==> config.mk <==
export PLATFORM = sky130hd
export DESIGN_NAME = brdl_ram
export DESIGN_NICKNAME = d
export VERILOG_FILES = /design/src/hw/rtl/brdl_ram.sv
export SDC_FILE = /design/constraint.sdc
export NUM_CORES = 2
export LEC_CHECK = 0
export BUFFER_PORTS_ARGS = -buffer_cell sky130_fd_sc_hd__buf_2
export CORE_MARGIN = 2
export CORE_UTILIZATION = 45
export CTS_CLUSTER_DIAMETER = 120
export CTS_CLUSTER_SIZE = 10
export DETAILED_ROUTE_END_ITERATION = 16
export GPL_ROUTABILITY_DRIVEN = 0
export SETUP_SLACK_MARGIN = 0.1
export SYNTH_ARGS = -nofsm -noshare
export SYNTH_HDL_FRONTEND = slang
export SYNTH_SLANG_ARGS = --single-unit
==> constraint.sdc <==
create_clock -name clk -period 3.9 [get_ports clk]
set_input_delay 0.585 -clock clk [delete_from_list [all_inputs] [get_ports clk]]
set_output_delay 0.585 -clock clk [all_outputs]
set_load 0.005 [all_outputs]
==> src/hw/rtl/brdl_ram.sv <==
// ----------------------------------------------------------------------------
// Generic simple dual-port RAM
// One write port and one read port; read data is registered.
// ----------------------------------------------------------------------------
module brdl_ram #(
  parameter int WIDTH = 32,
  parameter int DEPTH = 64,
  localparam int AW = (DEPTH > 1) ? $clog2(DEPTH) : 1
) (
  input  logic             clk,
  input  logic             we,
  input  logic [AW-1:0]    waddr,
  input  logic [WIDTH-1:0] wdata,
  input  logic             re,
  input  logic [AW-1:0]    raddr,
  output logic [WIDTH-1:0] rdata
);

  logic [WIDTH-1:0] mem [DEPTH];

  always_ff @(posedge clk) begin
    if (we) begin
      mem[waddr] <= wdata;
    end
    if (re) begin
      rdata <= mem[raddr];
    end
  end

endmodule

# Word-level counts from Yosys, hierarchy flattened
# Memory sizes are Yosys's and may differ from the RTL's. A register that Yosys moved wholly into a read port is not among the register bits.
# Cells that the tools add are included.
# op_classes
muxes,2
# ops
op,n
$mux W1,2
# word_totals
wordCells,3
n_memories,1
reg_bits,0
ram_bits,2048
# memory_table
name,words,word_bits,rd,rd_clocked_by_memory_dff,write_ports,line_no,rtl
mem,64,32,1,1,1,19,logic [WIDTH-1:0] mem [DEPTH];

# Longest topological paths before layout
# logic_depth
ltp_word,2
depth_mapped,10

# Least setup slack after synthesis
# Ideal clock, no wire load.
# synth_timing
path_type,input to register
start,input port waddr[3]
end,memory mem[48][0] (enable)
required_ns,3.439
stages,4
setup_ns,0.461
n_path_buf,1
slack_ns,0.155
t_arrival_ns,3.284
path_cell_list,clkbuf_1 -> nor2b_1 -> nand4b_1 -> nor3_1
# synth_lines
item,line_no,rtl
from (decl),12,"input logic [AW-1:0] waddr,"
to (decl),19,
# No word-level cell before the write port.

==> impl_metrics.json <==
{
  "p_per_area_nw_per_um2": 506,
  "max-clock-path-buffers": 3,
  "cts.htree.levels": 4,
  "timing.critical_path.from_type": "input port",
  "ant_nets": 0,
  "final_min_period_over_clock_period_pct": 80.8,
  "cts_setup_buffers": 0,
  "via_count": 37600,
  "final_critical_path_time_including_i_o_delays_and_setup_ns": 3.15,
  "post_cts_resize_count": 0,
  "grt_util_met1_pct": 33.8,
  "max_slew.worst_pin.slew_ns": 1.24,
  "setup_ws_ns": 0.749,
  "initial_core_util_pct": 45.3,
  "met3_usage_pct": 4.22,
  "ioPinCount": 79,
  "synth_area_per_cell_um2": 23.7,
  "maxClockFrequency_mhz": 317,
  "drc_errors": 0,
  "finalHoldViolCount": 0,
  "hold_ws_ns": 0.286,
  "final-instance-count-excl-fill": 6046,
  "syn-cell-area_um2": 78800,
  "grt.busiest_layer": "met2",
  "synth_cell_types": 33,
  "die-height_um": 423,
  "fin_area_um2": 89900,
  "groute.usage.overall_pct": 23.5,
  "cts_tree": "yes",
  "final-max-slew-violation-count": 0,
  "timing.critical_path.fanout_max": 29,
  "clock-root-buffer": "clkbuf_16",
  "mappedNetlistNets": 3371,
  "detailed_place.area_um2": 84100,
  "yosysTopAreaCell": "edfxtp_1",
  "globalRouteOverflowTotal": 0,
  "numCtsBuffers": 225,
  "cts.reportedPaths.clkPinSlew_ns": 0.06,
  "worst_hold_path_type": "input port to flip-flop",
  "post-synth-top-count-cell": "edfxtp_1",
  "total_leakage_power_nw": 28.0,
  "hpwl_um": 119000,
  "core_area_um2": 174000,
  "end_kind": "flip-flop",
  "number_of_global_route_vias_before_repair": 37500,
  "cap_viol_max_count": 0,
  "grt_antenna_before_repair": 21,
  "grt_max_degree": 65,
  "ff2ff_path_depth": 4,
  "buffer_ports.inserted": 78,
  "pre_cts_slack_ns": -0.0742,
  "holdPathStages": 1,
  "fp.dieArea_um2": 179000,
  "ys_seq_elements": 2080,
  "layout-drive-gt1-share_pct": 31.9,
  "routedWlPerCell_um": 34.4,
  "final-setup-viol-count": 0,
  "rsz0062_at_grt": "no",
  "fin_worst_skew_ns": 0.0329,
  "dr.first_iter.drc_count": 5001,
  "postRouteWirelength_um": 208000,
  "die_w_um": 423,
  "synth_edf_count": 2080,
  "finalSetupTns_ns": 0,
  "postSynth.asyncResetShare_pct": 0,
  "num-fill-cells": 13200,
  "clock_sink_count": 2080,
  "routed_via_density": 6.21,
  "grt_first_pass_wirelength_um": 292000,
  "area_share_of_the_largest_cell_type_after_synthesis_pct": 79.2,
  "grt_met2_use_pct": 36.8,
  "area.growth.synth_to_final_pct": 14.1,
  "yosys-top-cells-area": "edfxtp_1 (79%), mux4_2 (16%), mux2i_1 (1.2%)",
  "row_count": 153,
  "yosysWarningCount": 0,
  "power_mw": 45.5,
  "path_class": "input port to flip-flop",
  "worst_ep_arrival_time_ns": 3.69,
  "slew-limit-headroom_pct": 17.6,
  "seq_area_frac_synth_pct": 79.2,
  "run_status": "complete, no violations",
  "irDropWorstVdd_mv": 0.418,
  "clock_insertion_delay_worst_skew_ns": 0.86,
  "post-route-util_pct": 51.7,
  "drtPass1Iterations": 8,
  "cts-hold-fix-buffers": 0,
  "syn_inst": 3324,
  "finalNetCount": 3752,
  "placedCellCount": 5803,
  "synth.cells.most_frequent": "edfxtp_1 (2,080), mux4_2 (544), nor2_1 (137), mux2i_1 (93), o22ai_1 (84)",
  "leading_register_cell_type_out_of_synthesis": "edfxtp_1",
  "required_ns": 4.44
}
registers in the layout, summed over array words and instances (netlist names):
register and flops:
mem 2048, rdata 32
metal layers:
metal,up-vias,share of wire [%],wire length [µm]
li1,14900,-,-
met1,20600,41,86200
met2,1713,48,98800
met3,323,7.9,16400
met4,12,3.1,6400
met5,-,0.038,80
worst max-delay path, stage by stage:
cell     delay (ns)
buf_8          0.36
buf_12         0.29
buf_4          0.24
mux4_2         0.52
mux4_2         0.53
o22ai_1        0.96
nor2_1         0.14
kinds of logic after synthesis:
logic type,Yosys count,share of synthesized area [%]
AO/OA/AOI/OAI,202,1.67
buffers and inverters,182,1.12
AND/OR/NAND/NOR,223,1.26
multiplexers,637,16.7
flip-flops,2080,79.2
power by group:
group / switching, mW / internal [mW] / leakage, nW
clock: 7.91 / 10.2 / 2.88
sequential: 0.0698 / 24.8 / 18.7
combinational: 1.55 / 0.911 / 6.40
cells in the final DEF (no fill, tap or decap), types with 2 or more instances in the layout:
master,netlist,layout
or3_1,3,3
inv_6,0,6
clkinv_16,0,2
o22ai_1,84,84
buf_12,0,28
a22oi_1,12,12
o221ai_1,27,27
nand3b_1,5,5
nand2b_1,8,7
diode_2,0,5
buf_4,25,230
nor3_1,7,5
or3b_1,2,2
nor3_2,0,2
o32ai_1,4,4
and3_1,4,4
a311oi_1,8,8
nand4_1,2,2
or2_1,1,2
a21oi_1,62,62
buf_2,57,74
clkbuf_16,0,228
or3b_2,3,3
mux4_2,544,544
nor2_1,137,75
and2_1,2,2
nand3_1,5,5
nor2b_1,15,15
nor2_4,0,62
nand2_1,26,26
edfxtp_1,2080,2080
mux2i_1,93,93
buf_8,0,3
a41o_1,4,4
cell type report:
| type | instances | area, µm² | share of cell area (%) |
|---|---|---|---|
| well taps | 2325 | 2910 | 3.24 |
| clock inverters | 10 | 149 | 0.166 |
| flip-flops and latches | 2080 | 62500 | 69.5 |
| multi-input cells | 1062 | 16000 | 17.8 |
| clock buffers | 228 | 5710 | 6.35 |
| repair buffers | 336 | 2710 | 3.02 |
| diodes | 5 | 12.5 | 0.0139 |
path summary, 6_finish.rpt:
kind                            slack, ns     endpoint         from
worst min-delay path                 0.29  mem[36][20]    wdata[20]
worst max register to register       1.12    rdata[16]  mem[15][16]
worst max-delay path                 0.75    rdata[16]     raddr[0]
worst min register to register       0.91    rdata[20]  mem[12][20]
Power figures use the tool's default switching activity.
